### config.mk
export PLATFORM = sky130hd
export DESIGN_NAME = error_code_led_blinker_unit
export DESIGN_NICKNAME = d
export VERILOG_FILES = /design/src/hdl/ecl_pkg.sv /design/src/hdl/ecl_digit_split.sv /design/src/hdl/ecl_sequencer.sv /design/src/hdl/error_code_led_blinker_unit.sv
export SDC_FILE = /design/constraint.sdc
export NUM_CORES = 1
export LEC_CHECK = 0
export ABC_CLOCK_PERIOD_IN_PS = 8550
export BUFFER_PORTS_ARGS = -buffer_cell sky130_fd_sc_hd__clkbuf_2
export CORE_ASPECT_RATIO = 2
export CORE_MARGIN = 1
export CORE_UTILIZATION = 39
export CTS_CLUSTER_SIZE = 30
export DETAILED_ROUTE_END_ITERATION = 12
export GPL_ROUTABILITY_DRIVEN = 0
export PLACE_DENSITY = 0.53
export SLEW_MARGIN = 5
export SYNTH_ARGS = -nofsm -noshare
export SYNTH_HDL_FRONTEND = slang
export SYNTH_HIERARCHICAL = 1
export SYNTH_SLANG_ARGS = --single-unit
### constraint.sdc
create_clock -name aclk -period 8.55 [get_ports aclk]
set_clock_uncertainty 0.05 [all_clocks]
set_input_delay 0.4275 -clock aclk [delete_from_list [all_inputs] [get_ports aclk]]
set_output_delay 0.4275 -clock aclk [all_outputs]
set_load 0.02 [all_outputs]
### src/hdl/ecl_pkg.sv
// ----------------------------------------------------------------------------
// ecl_pkg
// Shared types and timing constants of the error code LED blinker.
// ----------------------------------------------------------------------------
`default_nettype none

package ecl_pkg;

    localparam logic [9:0]  LONG_MS      = 10'd250;
    localparam logic [9:0]  SHORT_ON_MS  = 10'd10;
    localparam logic [9:0]  SHORT_OFF_MS = 10'd240;
    localparam logic [9:0]  PAUSE_MS     = 10'd1000;
    localparam logic [2:0]  PHASE_THOU   = 3'd0;
    localparam logic [2:0]  PHASE_TENS   = 3'd2;
    localparam logic [2:0]  PHASE_PAUSE  = 3'd4;
    localparam logic [13:0] CODE_MAX     = 14'd9999;

    // Reciprocal multipliers: x/1000 = (x*8389)>>23 for x <= 9999,
    // x/100 = (x*41)>>12 for x <= 999, x/10 = (x*205)>>11 for x <= 99.
    localparam logic [13:0] RECIP_1000 = 14'd8389;
    localparam logic [5:0]  RECIP_100  = 6'd41;
    localparam logic [7:0]  RECIP_10   = 8'd205;

    // Digit weight tables (unused entries are zero).
    localparam logic [13:0] X1000 [16] = '{
        14'd0, 14'd1000, 14'd2000, 14'd3000, 14'd4000, 14'd5000, 14'd6000,
        14'd7000, 14'd8000, 14'd9000, 14'd0, 14'd0, 14'd0, 14'd0, 14'd0, 14'd0
    };
    localparam logic [9:0] X100 [16] = '{
        10'd0, 10'd100, 10'd200, 10'd300, 10'd400, 10'd500, 10'd600,
        10'd700, 10'd800, 10'd900, 10'd0, 10'd0, 10'd0, 10'd0, 10'd0, 10'd0
    };
    localparam logic [6:0] X10 [16] = '{
        7'd0, 7'd10, 7'd20, 7'd30, 7'd40, 7'd50, 7'd60,
        7'd70, 7'd80, 7'd90, 7'd0, 7'd0, 7'd0, 7'd0, 7'd0, 7'd0
    };

    // Beat leaving the digit split pipeline.
    typedef struct packed {
        logic       start;
        logic       tick;
        logic [3:0] thou;
        logic [3:0] hund;
        logic [6:0] rem;
    } ecl_beat_t;

    // Segment loaded on phase entry.
    typedef struct packed {
        logic [2:0] phase;
        logic       lit;
        logic [4:0] pulses;
        logic [9:0] ms;
    } ecl_seg_t;

endpackage

`default_nettype wire

### src/hdl/ecl_digit_split.sv
// ----------------------------------------------------------------------------
// ecl_digit_split
// Input register plus two stages that peel thousands and hundreds digits.
// ----------------------------------------------------------------------------
`default_nettype none

module ecl_digit_split
    import ecl_pkg::*;
(
    input  wire logic        aclk,
    input  wire logic        aresetn,
    input  wire logic        adv,
    input  wire logic        in_valid,
    input  wire logic        in_start,
    input  wire logic [13:0] in_code,
    input  wire logic        in_tick,
    output logic             beat_valid,
    output ecl_beat_t        beat
);

    logic        s1_valid_reg, s1_start_reg, s1_tick_reg;
    logic [13:0] s1_code_reg;
    logic        s2_valid_reg, s2_start_reg, s2_tick_reg;
    logic [3:0]  s2_thou_reg;
    logic [9:0]  s2_rem_reg;
    logic        s3_valid_reg;
    ecl_beat_t   s3_reg;

    logic [13:0] code_sat;
    logic [27:0] prod_thou;
    logic [3:0]  thou_next;
    logic [13:0] rem1_full;
    logic [15:0] prod_hund;
    logic [3:0]  hund_next;
    logic [9:0]  rem2_full;

    always_comb begin
        code_sat  = (s1_code_reg > CODE_MAX) ? CODE_MAX : s1_code_reg;
        prod_thou = 28'(code_sat) * 28'(RECIP_1000);
        thou_next = prod_thou[26:23];
        rem1_full = code_sat - X1000[thou_next];
        prod_hund = 16'(s2_rem_reg) * 16'(RECIP_100);
        hund_next = prod_hund[15:12];
        rem2_full = s2_rem_reg - X100[hund_next];
    end

    always_ff @(posedge aclk) begin
        if (!aresetn) begin
            s1_valid_reg <= 1'b0;
            s2_valid_reg <= 1'b0;
            s3_valid_reg <= 1'b0;
        end else if (adv) begin
            s1_valid_reg <= in_valid;
            s2_valid_reg <= s1_valid_reg;
            s3_valid_reg <= s2_valid_reg;
        end
    end

    always_ff @(posedge aclk) begin
        if (adv) begin
            s1_start_reg <= in_start;
            s1_tick_reg  <= in_tick;
            s1_code_reg  <= in_code;
            s2_start_reg <= s1_start_reg;
            s2_tick_reg  <= s1_tick_reg;
            s2_thou_reg  <= thou_next;
            s2_rem_reg   <= rem1_full[9:0];
            s3_reg.start <= s2_start_reg;
            s3_reg.tick  <= s2_tick_reg;
            s3_reg.thou  <= s2_thou_reg;
            s3_reg.hund  <= hund_next;
            s3_reg.rem   <= rem2_full[6:0];
        end
    end

    assign beat_valid = s3_valid_reg;
    assign beat       = s3_reg;

endmodule

`default_nettype wire

### src/hdl/ecl_sequencer.sv
// ----------------------------------------------------------------------------
// ecl_sequencer
// Blink state machine and result register; finishes tens/units split.
// ----------------------------------------------------------------------------
`default_nettype none

module ecl_sequencer
    import ecl_pkg::*;
(
    input  wire logic       aclk,
    input  wire logic       aresetn,
    input  wire logic       adv,
    input  wire logic       idle_level,
    input  wire logic       beat_valid,
    input  wire ecl_beat_t  beat,
    output logic            out_valid,
    output logic            out_led,
    output logic            out_running,
    output logic [2:0]      out_phase
);

    logic             active_reg, active_next;
    logic [2:0]       phase_reg, phase_next;
    logic [4:0]       pulses_reg, pulses_next;
    logic [9:0]       ms_reg, ms_next;
    logic             lit_reg, lit_next;
    logic [3:0][3:0]  digit_reg, digit_next;
    logic             out_valid_reg, led_reg, running_reg;
    logic [2:0]       out_phase_reg;

    logic [14:0]      prod_tens;
    logic [3:0]       tens;
    logic [6:0]       units_full;
    logic [3:0]       units;
    logic [9:0]       ms_dec;
    logic [4:0]       pulses_dec;
    logic [2:0]       phase_after;
    logic [3:0][3:0]  enter_digits;
    logic [2:0]       enter_first;
    logic             do_enter;
    ecl_seg_t         seg;

    // First phase at or after 'first' with a nonzero digit, else the pause.
    function automatic ecl_seg_t enter_phase(input logic [2:0] first,
                                             input logic [3:0][3:0] digits);
        ecl_seg_t s;
        s.phase  = PHASE_PAUSE;
        s.lit    = 1'b0;
        s.pulses = 5'd1;
        s.ms     = PAUSE_MS;
        for (int p = 3; p >= 0; p--) begin
            if ((3'(p) >= first) && (digits[p] != 4'd0)) begin
                s.phase  = 3'(p);
                s.lit    = 1'b1;
                s.pulses = {digits[p], 1'b0};
                s.ms     = (3'(p) == PHASE_THOU || 3'(p) == PHASE_TENS) ?
                           LONG_MS : SHORT_ON_MS;
            end
        end
        return s;
    endfunction

    always_comb begin
        prod_tens  = 15'(beat.rem) * 15'(RECIP_10);
        tens       = prod_tens[14:11];
        units_full = beat.rem - X10[tens];
        units      = (units_full[3:0] == 4'd0) ? 4'd10 : units_full[3:0];

        ms_dec      = (ms_reg != 10'd0) ? ms_reg - 10'd1 : 10'd0;
        pulses_dec  = (pulses_reg != 5'd0) ? pulses_reg - 5'd1 : 5'd0;
        phase_after = (phase_reg >= PHASE_PAUSE) ? PHASE_THOU : phase_reg + 3'd1;

        active_next = active_reg;
        phase_next  = phase_reg;
        pulses_next = pulses_reg;
        ms_next     = ms_reg;
        lit_next    = lit_reg;
        digit_next  = digit_reg;
        do_enter    = 1'b0;
        enter_first = PHASE_THOU;

        if (beat.start) begin
            digit_next  = {units, tens, beat.hund, beat.thou};
            active_next = 1'b1;
            do_enter    = 1'b1;
        end else if (beat.tick && active_reg) begin
            ms_next = ms_dec;
            if (ms_dec == 10'd0) begin
                pulses_next = pulses_dec;
                if (pulses_dec == 5'd0) begin
                    do_enter    = 1'b1;
                    enter_first = phase_after;
                end else begin
                    lit_next = ~lit_reg;
                    if (phase_reg == PHASE_THOU || phase_reg == PHASE_TENS) begin
                        ms_next = LONG_MS;
                    end else begin
                        ms_next = lit_reg ? SHORT_OFF_MS : SHORT_ON_MS;
                    end
                end
            end
        end

        enter_digits = digit_next;
        seg = enter_phase(enter_first, enter_digits);
        if (do_enter) begin
            phase_next  = seg.phase;
            lit_next    = seg.lit;
            pulses_next = seg.pulses;
            ms_next     = seg.ms;
        end
    end

    always_ff @(posedge aclk) begin
        if (!aresetn) begin
            active_reg    <= 1'b0;
            phase_reg     <= 3'd0;
            pulses_reg    <= 5'd0;
            ms_reg        <= 10'd0;
            lit_reg       <= 1'b0;
            out_valid_reg <= 1'b0;
        end else if (adv) begin
            out_valid_reg <= beat_valid;
            if (beat_valid) begin
                active_reg <= active_next;
                phase_reg  <= phase_next;
                pulses_reg <= pulses_next;
                ms_reg     <= ms_next;
                lit_reg    <= lit_next;
            end
        end
    end

    always_ff @(posedge aclk) begin
        if (adv && beat_valid) begin
            digit_reg     <= digit_next;
            led_reg       <= active_next ? (idle_level ^ lit_next) : idle_level;
            running_reg   <= active_next;
            out_phase_reg <= active_next ? phase_next : 3'd0;
        end
    end

    assign out_valid   = out_valid_reg;
    assign out_led     = led_reg;
    assign out_running = running_reg;
    assign out_phase   = out_phase_reg;

endmodule

`default_nettype wire

### src/hdl/error_code_led_blinker_unit.sv
// Throughput: one beat per cycle; the three-register digit split pipeline
// and the result register all advance together whenever the result is free.
// Reset: synchronous active-low aresetn clears the pipeline, the sequencer
// (idle, phase 0, LED dark) and idle_level; stored digits are left as is.
// ----------------------------------------------------------------------------
// error_code_led_blinker_unit
// Blinks a four-digit decimal error code on an LED, one ms tick per beat.
// ----------------------------------------------------------------------------
`default_nettype none

module error_code_led_blinker_unit
    import ecl_pkg::*;
(
    input  wire logic        aclk,
    input  wire logic        aresetn,
    // configuration: LED level while dark
    input  wire logic        cfg_wr_en,
    input  wire logic        cfg_wr_data,
    // input beats
    input  wire logic        s_valid,
    output logic             s_ready,
    input  wire logic        s_start_req,
    input  wire logic [13:0] s_code,
    input  wire logic        s_tick,
    // result beats
    output logic             m_valid,
    input  wire logic        m_ready,
    output logic             m_led,
    output logic             m_running,
    output logic [2:0]       m_phase
);

    logic      idle_level_reg;
    logic      adv;
    logic      beat_valid;
    ecl_beat_t beat;

    // Whole pipeline moves as one: it advances whenever the result register
    // is empty or its beat is being taken. Bubbles travel like beats.
    assign adv     = !m_valid || m_ready;
    assign s_ready = adv;

    // Idle level register; the user must write it only while nothing is in flight; the block leaves this to the user.
    always_ff @(posedge aclk) begin
        if (!aresetn) begin
            idle_level_reg <= 1'b0;
        end else if (cfg_wr_en) begin
            idle_level_reg <= cfg_wr_data;
        end
    end

    // Input register, saturation, thousands and hundreds digits.
    ecl_digit_split u_split (
        .aclk       (aclk),
        .aresetn    (aresetn),
        .adv        (adv),
        .in_valid   (s_valid),
        .in_start   (s_start_req),
        .in_code    (s_code),
        .in_tick    (s_tick),
        .beat_valid (beat_valid),
        .beat       (beat)
    );

    // Tens/units, blink state update and the result register.
    ecl_sequencer u_seq (
        .aclk        (aclk),
        .aresetn     (aresetn),
        .adv         (adv),
        .idle_level  (idle_level_reg),
        .beat_valid  (beat_valid),
        .beat        (beat),
        .out_valid   (m_valid),
        .out_led     (m_led),
        .out_running (m_running),
        .out_phase   (m_phase)
    );

endmodule

`default_nettype wire

## Word level (Yosys, flattened, before mapping)

Memory sizes are Yosys's and may differ from the RTL's.
Index checks and enable logic that the tools add are counted.

| cells by class | value |
|---|---|
| bitwise operators | 5 |
| order comparisons | 9 |
| multiply operators | 3 |
| equal/unequal tests | 2 |
| add/sub/neg operators | 6 |
| muxes and demuxes | 43 |
| reduce and logical (&&, ||, !) cells | 24 |

Operator list:

| operator | number |
|---|---|
| 10-bit two-way mux | 9 |
| 19-bit two-way mux | 4 |
| 14-bit by 14-bit multiplier with 27-bit output, second input constant | 1 |
| 5-bit two-way mux | 5 |
| 3-bit two-way mux | 6 |
| 10-bit by 6-bit multiplier with 16-bit output, second input constant | 1 |
| 16-bit two-way mux | 1 |
| 4-bit nonzero test | 4 |
| 5-bit >= comparator, second input constant | 3 |
| 7-bit by 8-bit multiplier with 15-bit output, second input constant | 1 |
| 4-bit NOT with 5-bit output | 3 |
| 14-bit > comparator, second input constant | 1 |
| 14-bit two-way mux | 1 |
| 7-bit two-way mux | 2 |
| 4-bit two-way mux | 3 |
| 1-bit two-way mux | 11 |
| 10-bit zero test | 1 |
| 10-bit nonzero test | 1 |
| 10-bit by 1-bit subtractor with 10-bit output, second input constant | 1 |
| 10-bit subtractor | 1 |
| 8-bit two-way mux | 1 |
| 7-bit subtractor | 1 |
| 1-bit by 3-bit >= comparator with 1-bit output, first input constant | 2 |
| 2-bit by 3-bit >= comparator with 1-bit output, first input constant | 2 |
| 19 further kinds | 26 |

| storage, ports and cells | value |
|---|---|
| output and inout port bits | 7 |
| word-level logic and storage cells | 124 |
| ROM bits | 496 |
| memories | 3 |
| input bits | 22 |
| register bits | 95 |

Memories:

| memory | words | width | read ports | clocked after memory_dff | wr ports | line | source |
|---|---|---|---|---|---|---|---|
| (no name shown) | 16 | 14 | 1 | 0 | 0 | ecl_digit_split.sv:41 | `rem1_full = code_sat - X1000[thou_next];` |
| (no name shown) | 16 | 10 | 1 | 0 | 0 | ecl_digit_split.sv:44 | `rem2_full = s2_rem_reg - X100[hund_next];` |
| (no name shown) | 16 | 7 | 1 | 0 | 0 | ecl_sequencer.sv:66 | `units_full = beat.rem - X10[tens];` |

## Logic depth before layout (Yosys ltp)

Gate-level depths: netlist (run 1).

| depth | value |
|---|---|
| depth in word-level cells | 18 |
| gate-level depth with buffers | 32 |

## Modules after synthesis

Netlist (run 1), hierarchy kept.

Modules (own cells, without submodules):

| module | cells each | times used | area an instance (sq um) |
|---|---|---|---|
| ecl_digit_split | 491 | 1 | 5342.6 |
| ecl_sequencer | 442 | 1 | 3782.4 |
| error_code_led_blinker_unit | 4 | 1 | 42.5 |

## Worst setup path after synthesis (run 1)

Ideal clock, no wire load.

| timing path | value |
|---|---|
| path type | reg-to-reg |
| from | reg u_split.s1_code_reg[7] |
| to | reg u_split.s2_rem_reg[8], data pin |
| cell stages (with the launch flop) | 29 |
| arrival time | 7111 ps |
| path slack | 1209 ps |
| clock period less this slack | 7341 ps |
| data required time | 8320 ps |
| buffers on the path | 1 |
| setup time | 180 ps |
| cell sequence | edfxtp_1 > nor4_4 > o21ai_2 > clkbuf_1 > nor2b_1 > ha_1 > ha_1 > nor2b_1 > nor2_1 > ha_1 > fa_1 > inv_1 > fa_1 > inv_1 > ha_1 > a21oi_1 > a211oi_1 > a211oi_1 > a211oi_2 > or2_4 > or2_1 > ha_1 > nor4_4 > o21ai_1 > a21boi_0 > ha_1 > or3_1 > a2111o_1 > o311ai_1 |

| between the ends | value |
|---|---|
| longest elaborated chain between the ends | 8 |

Ends and longest elaborated chain:

| item | line | source |
|---|---|---|
| start: declaration | ecl_digit_split.sv:22 | `logic [13:0] s1_code_reg;` |
| start signal: assignment | ecl_digit_split.sv:63 | `s1_code_reg <= in_code;` |
| 14-bit > comparator | ecl_digit_split.sv:38 | `code_sat = (s1_code_reg > CODE_MAX) ? CODE_MAX : s1_code_reg;` |
| 14-bit two-way mux * | ecl_digit_split.sv:38 |  |
| 14-bit by 14-bit multiplier with 27-bit output | ecl_digit_split.sv:39 | `prod_thou = 28'(code_sat) * 28'(RECIP_1000);` |
| 4-bit NOT with 5-bit output (not written as such) | ecl_digit_split.sv:41 |  |
| memory 16 x 14 bit | n/a |  |
| 10-bit two-way mux (not written as such) (2 in series) | ecl_digit_split.sv:41 |  |
| 10-bit subtractor * | ecl_digit_split.sv:41 |  |
| via u_split.rem1_full[8] | ecl_digit_split.sv:32 | `logic [13:0] rem1_full;` |
| end signal: assignment | ecl_digit_split.sv:67 | `s2_rem_reg <= rem1_full[9:0];` |
| end: declaration | ecl_digit_split.sv:25 | `logic [9:0] s2_rem_reg;` |

Mark *: on every way through the listed nets, which the timed path passes. The rest lies on a longest branch. The select of a mux whose other input is x is not followed.
A chain may end at the register's enable or synchronous reset.

## Worst setup path after layout (run 1)

| timing path | value |
|---|---|
| from | reg u_split.s1_code_reg[13] |
| to | reg u_split.s2_rem_reg[8], data pin |

Same word-level chain as after synthesis.

==> results of run 1 <==
through the flow:
stage	util, %	cell area [µm²]	setup WS [ns]
6_report	42.9	9930	0.539
5_1_grt	42.9	9930	0.0850
4_1_cts	42.9	9920	0.358
3_5_place_dp	41.8	9660	0.385
3_3_place_gp	41.8	9660	0.558
2_1_floorplan	-	9170	1.21
per-layer routing:
metal	vias to the layer above	share of wire (%)	global-route usage [%]
met5	-	0	0
met3	49	1.1	1.33
li1	3412	-	-
met1	3301	34	16.2
met2	81	60	39.5
met4	0	5.3	10.6
synthesized netlist by cell type, types with 13 or more instances:
master / number
a21o_1: 13
a21oi_1: 54
clkbuf_1: 17
dfxtp_1: 25
edfxtp_1: 70
fa_1: 34
ha_1: 176
inv_1: 125
nand2_1: 55
nand3_1: 15
nor2_1: 50
nor2b_1: 20
nor3_1: 15
o21ai_0: 30
xnor2_1: 21
xor2_1: 13
kinds of logic (layout without fill, tap and decap cells):
kind of cell               count (synthesis)  after routing  synth area share (%)
AOI/OAI and AO/OA                        196            196                  14.9
xor gates and xnor gates                  34             34                  3.25
adders and majority gates                210            210                  31.4
buffers and inverters                    145            179                  5.95
DFF                                       95             95                  28.4
muxes                                     21             21                  2.42
and+or+nand+nor                          236            236                  13.6
worst max-delay path: cells and delay by family (launching register included):
family | cells | cell delay, ns
buffers and inverters | 2 | 0.09
AO/OA/AOI/OAI | 9 | 2.23
AND/OR/NAND/NOR | 8 | 2.00
flip-flops | 1 | 0.59
adder cells (fa/ha/maj) | 8 | 2.84
timing repair:
item,CTS,global route
hold endpoints to repair,0,0
gates resized for setup,0,1
setup endpoints to repair,0,2
how the worst max path moves through the flow:
stage / from / endpoint / slack [ns]
final: u_split/s1_code_reg[13] / u_split/s2_rem_reg[8] / 0.54
after global routing: u_split/s1_code_reg[13] / u_split/s2_rem_reg[9] / 0.08
after CTS: u_split/s1_code_reg[7] / u_split/s2_rem_reg[9] / 0.36
after detailed placement: u_split/s1_code_reg[7] / u_split/s2_rem_reg[9] / 0.38
after global placement: u_split/s1_code_reg[7] / u_split/s2_rem_reg[8] / 0.56
after floorplan: u_split/s1_code_reg[7] / u_split/s2_rem_reg[8] / 1.21
cell usage in the layout (no fill, tap or decap), types with 7 or more instances in the layout:
cell	instances
edfxtp_1	70
fa_1	34
xor2_1	13
nand2_1	55
xnor2_1	21
a21oi_1	54
clkbuf_16	9
a21o_1	13
or2_2	7
nor2_1	50
o21ai_0	30
buf_4	9
nand2b_1	11
a211oi_1	9
dfxtp_1	25
a31oi_1	7
nor3_1	15
mux2_2	9
ha_1	176
or3_1	11
nor4_1	9
nor2b_1	19
and3_1	10
mux2i_1	12
clkbuf_2	28
o211ai_1	7
nand3_1	15
inv_1	125
final cells by class:
type | count | share of cell area (%)
Tap cell | 283 | 3.57
Timing Repair Buffer | 37 | 2.09
Clock buffer | 11 | 2.34
Clock inverter | 5 | 0.328
Sequential cell | 95 | 26.2
Multi-Input combinational cell | 697 | 60.7
Inverter | 126 | 4.76
==> summary.txt, run 1 <==
Synth
  • Yosys top cell by area: ha_1
  • Synth Net Count: ~1.2k
  • Post-synth ARST share: 0%
  • Syn_area_per_cell: around 10 µm²
  • Largest cells by area after synthesis: ha_1 (24%), edfxtp_1 (23%), fa_1 (7.4%), dfxtp_1 (5.5%), inv_1 (5.1%)
  • Yosys cell types: 81
  • Synthesized flop and latch total: 95
  • Dominant synthesized flop cell: edfxtp_1
  • Register area share after synthesis: 28.4%
  • Top cell type's share of synthesized area: between 20% and 30%
  • Mapped Area: roughly 9200 µm²
  • Yosys warns: 6
  • Cell count after synthesis: 937
  • Number of synthesized flops with an enable pin: 70

Hold path
  • Hold Path Depth: 1
  • Hold EP: u_split/s1_code_reg[13]
  • Min-delay worst type: input pin to register
  • Hold Startpoint: s_code[13]

CTS
  • CTS H-Tree Depth: 3
  • CTS clk-pin slew, worst paths: 0.07 ns
  • Clock sink count: 95
  • # hold bufs at CTS: 0
  • Total CTS buffers: 9
  • Worst skew pair latency: 0.34 ns
  • CTS root buf: clkbuf_16
  • CTS tree: yes
  • Setup Buffers After CTS: 0
  • Clock Tree Buf Depth: 2

Setup path
  • CP Capture Type: register
  • R2r endpoint: u_split/s2_rem_reg[8]
  • Setup crit start kind: register
  • Data required, critical path: 8.66 ns
  • Most used cell, CP: ha_1
  • Reg2Reg Depth: 27
  • Crit-path max cell delay: 0.59 ns
  • Reg-to-reg startpoint: u_split/s1_code_reg[13]
  • Internal reg-to-reg setup slack: 0.54 ns
  • Crit path kind: register to register
  • Crit Path Max Fanout: 16
  • Arrival time worst endpoint: a little over 8 ns
  • CP max stage cell: edfxtp_1

Final layout
  • Fraction of layout cells with a size suffix above 1: 9.47%
  • Layout Nets: around 1.2k
  • Area Growth Syn to Fin: 8.28%
  • Multi-input logic area: around 6000 µm²
  • # fillers: 2348
  • Max reg flops: 17
  • N_diodes: 0
  • Fin cells: 1254
  • Register area: ~2600 µm²

Die
  • Die width: 110 µm
  • Die H: 219 µm
  • Starting density of the core: around 40%
  • Core ar.: 23100 µm²
  • IO Pins: 29
  • Row count: 79
  • Die Area: 24200 µm²

GRT
  • Global Route Usage Sum: a little under a fifth
  • First-pass GRT wire length: 34.9 mm
  • Initial antenna violation count: 0
  • GRT overflow: 0
  • Pin count of the biggest net entering global routing: 55
  • Vias in the first global route: 7025

Timing
  • Minimum clock period: 8.01 ns
  • Fin crit share: 93.7%
  • Hold Vio Cnt, Final: 0
  • Setup_tns: 0 ns
  • Relative slew slack: between 30 and 40%
  • Final Max Slew Viols: 0
  • RSZ-0062 raised after global routing: false
  • Endpoints failing setup: 0
  • F_max: 125 MHz
  • Worst slew pin tran: about 0.97 ns
  • Worst hold slack: 0.210 ns

Drt
  • WL final: ~22 mm
  • Vias: 6843
  • DR vias/cell: approximately 5.5
  • Drt pass-1 iters: 4
  • Initial DRC Count: 199
  • DRC: 0
  • WL/cell: 17.4 µm
  • Final antenna-violating net count: 0

Outcome
  • Status: completed

Flow run
  • Max Cap Viol: 0

Placement
  • PortBufs: 28
  • Post-placement cell count: 1238
  • HPWL Detailed: ~18 mm
Power of run 1 is left out: the tool's default activity adds up to more than one toggle a clock period on the data nets, which glitch-free logic cannot reach.
==> inputs of run 2 (changes only) <==
--- a/config.mk
+++ b/config.mk
@@ -5,7 +5,7 @@
 export SDC_FILE = /design/constraint.sdc
 export NUM_CORES = 1
 export LEC_CHECK = 0
-export ABC_CLOCK_PERIOD_IN_PS = 8550
+export ABC_CLOCK_PERIOD_IN_PS = 6850
 export BUFFER_PORTS_ARGS = -buffer_cell sky130_fd_sc_hd__clkbuf_2
 export CORE_ASPECT_RATIO = 2
 export CORE_MARGIN = 1
@@ -13,7 +13,7 @@
 export CTS_CLUSTER_SIZE = 30
 export DETAILED_ROUTE_END_ITERATION = 12
 export GPL_ROUTABILITY_DRIVEN = 0
-export PLACE_DENSITY = 0.53
+export PLACE_DENSITY = 0.55
 export SLEW_MARGIN = 5
 export SYNTH_ARGS = -nofsm -noshare
 export SYNTH_HDL_FRONTEND = slang
==> constraint.sdc (replaced) <==
create_clock -name aclk -period 6.85 [get_ports aclk]
set_clock_uncertainty 0.05 [all_clocks]
set_input_delay 0.3425 -clock aclk [delete_from_list [all_inputs] [get_ports aclk]]
set_output_delay 0.3425 -clock aclk [all_outputs]
set_load 0.02 [all_outputs]
==> run 2 against run 1 <==
  * Critical path depth increased by 4
  * Maximum frequency increased by 18%
  * First-iteration DRC count increased by 78%
  * Via count increased by 6.8%
  * Non-clock buffer count increased by 85
  * Cell count increased by 6.8%
  * Worst setup slack got worse by 0.51 ns
  * Utilization increased by 5.3 points
  * Sequential cell count unchanged
  * Register-to-register slack got worse by 0.51 ns
  * Critical path type unchanged
  * Largest cell class unchanged
==> summary.txt, run 2 (synthesized netlist as in run 1, its figures left out) <==
Hold path
  • Min-delay worst type: input pin to register

Setup path
  • CP max stage cell: fa_1
  • Crit Path Max Fanout: 3 (-13)
  • Crit path kind: register to register
  • Arrival time worst endpoint: 6.87 ns (-1.25 ns)
  • Data required, critical path: 6.90 ns (-1.76 ns)
  • Most used cell, CP: ha_4
  • Crit-path max cell delay: 0.57 ns (-0.02 ns)
  • Setup crit start kind: register
  • CP Capture Type: register
  • Internal reg-to-reg setup slack: 0.03 ns (-0.51 ns)

Placement
  • Post-Place Worst Slack: -0.197 ns (-0.581 ns)
  • HPWL Detailed: 18.9 mm (+3.4%)
  • PortBufs: 28 (unchanged)

Drt
  • WL final: 23.2 mm (+6.5%)
  • DRC: 0 (unchanged)
  • Highest Signal Layer: met4
  • DR vias/cell: 5.46 (about the same)
  • Initial DRC Count: 355 (+78%)
  • Met2 WL: 14.0 mm (+7.9%)
  • Final antenna-violating net count: 0 (unchanged)
  • WL/cell: 17.3 µm (-0.27%)
  • Met3 WL: 445 µm (+86%)
  • Vias: 7307 (+6.8%)
  • Drt pass-1 iters: 7 (+3)
  • Met1 Wirelength: 7.64 mm (+3.1%)

GRT
  • Pin count of the biggest net entering global routing: 55 (unchanged)
  • Initial antenna violation count: 0 (unchanged)
  • First-pass GRT wire length: 36.4 mm (+4.4%)
  • GRT overflow: 0 (unchanged)
  • Global Route Usage Sum: 19.3% (+0.79 points)
  • Vias in the first global route: 7496 (+6.7%)

CTS
  • CTS H-Tree Depth: 3 (unchanged)
  • CTS tree: yes
  • Clock sink count: 95 (unchanged)
  • CTS clk-pin slew, worst paths: 0.07 ns (about the same)
  • Worst skew pair latency: 0.35 ns (about the same)
  • Clock Tree Buf Depth: 2 (unchanged)
  • CTS root buf: clkbuf_16
  • Total CTS buffers: 9 (unchanged)
  • # hold bufs at CTS: 0 (unchanged)

Timing
  • Minimum clock period: 6.82 ns (-1.19 ns)
  • Hold Vio Cnt, Final: 0 (unchanged)
  • Endpoints failing setup: 0 (unchanged)
  • Worst slew pin tran: 1.05 ns (+0.0785 ns)
  • Final worst setup slack: 0.0330 ns (-0.506 ns)
  • Final Max Slew Viols: 0 (unchanged)
  • Setup_tns: 0 ns (unchanged)
  • RSZ-0062 raised after global routing: true
  • F_max: 147 MHz (+18%)
  • Fin crit share: 99.5% (+5.8 points)
  • Relative slew slack: 29.6% (-6.0 points)

Die
  • IO Pins: 29 (unchanged)
  • Starting density of the core: 39.6% (unchanged)
  • Die Area: 24200 µm² (unchanged)
  • Die H: 219 µm (unchanged)
  • Row count: 79 (unchanged)
  • Core ar.: 23100 µm² (unchanged)
  • Die width: 110 µm (unchanged)

Final layout
  • Max reg flops: 17 (unchanged)
  • Commonest non-fill, non-tap cells in the layout: ha_1 (147), inv_1 (122), buf_4 (90)
  • N_diodes: 0 (unchanged)
  • Area Growth Syn to Fin: 21.6%
  • Final core utilization: 48.2% (+5.3 points)
  • Fraction of layout cells with a size suffix above 1: 22.8% (+13 points)
  • Commonest non-fill, non-tap cell in the layout: ha_1
  • Layout Nets: 1283 (+7.1%)

Flow run
  • Max Cap Viol: 0 (unchanged)

Outcome
  • Status: completed
[run 2: cell count changes in the layout (fill, tap and decap cells not counted), sizes merged]
| cell | before | now |
|---|---|---|
| buf | 9 | 94 |
| clkinv | 1 | 2 |
| clkbuf | 39 | 38 |
| inv | 128 | 127 |
| bufinv | 0 | 1 |
[run 2: worst paths after layout]
| check | from | endpoint | cells past startpoint |
|---|---|---|---|
| min reg2reg | u_split/s2_thou_reg[0] | u_split/beat[11] | 0 |
| max | u_split/s1_code_reg[13] | u_split/s2_rem_reg[9] | 31 |
| max reg2reg | u_split/s1_code_reg[13] | u_split/s2_rem_reg[9] | 31 |
| min | s_code[7] | u_split/s1_code_reg[7] | 1 |
[run 2: critical path: cells and delay by family (launching register included)]
family	cells	cell delay, ns
AND/OR/NAND/NOR	6	0.93
adder cells (fa/ha/maj)	10	2.84
flip-flops	1	0.54
XOR/XNOR	2	0.23
AO/OA/AOI/OAI	9	1.66
buffers and inverters	4	0.33
[run 2: repair_timing]
action,CTS,global route
pin swaps,34,46
setup endpoints to repair,2,15
buffers inserted,11,7
resized for setup,35,47
[run 2: final cells by class]
cell class                 count  area [µm²]
clock buffer                  10         229
clock inverter                 6        70.1
fill                        2187       12000
inverter                     126         473
multi-input combinational    697        6550
sequential                    95        2600
tap                          283         354
timing repair buffer         122         870
[run 2: per-layer routing]
layer	global-route usage, %	up-vias
met4	10.2	0
met2	41.4	137
met1	16.9	3530
met5	0	-
li1	-	3589
met3	1.63	51
[run 2: through the flow]
step / std cells / hold slack (ns) / cell area, µm²
floorplan: 937 / 0.350 / 9210
global placement: 1306 / 0.352 / 10200
CTS: 1333 / 0.107 / 10800
global route: 1339 / 0.102 / 11100
finish: 1339 / 0.116 / 11100
detailed placement: 1306 / 0.356 / 10200
Power of run 2 is left out for the same reason.
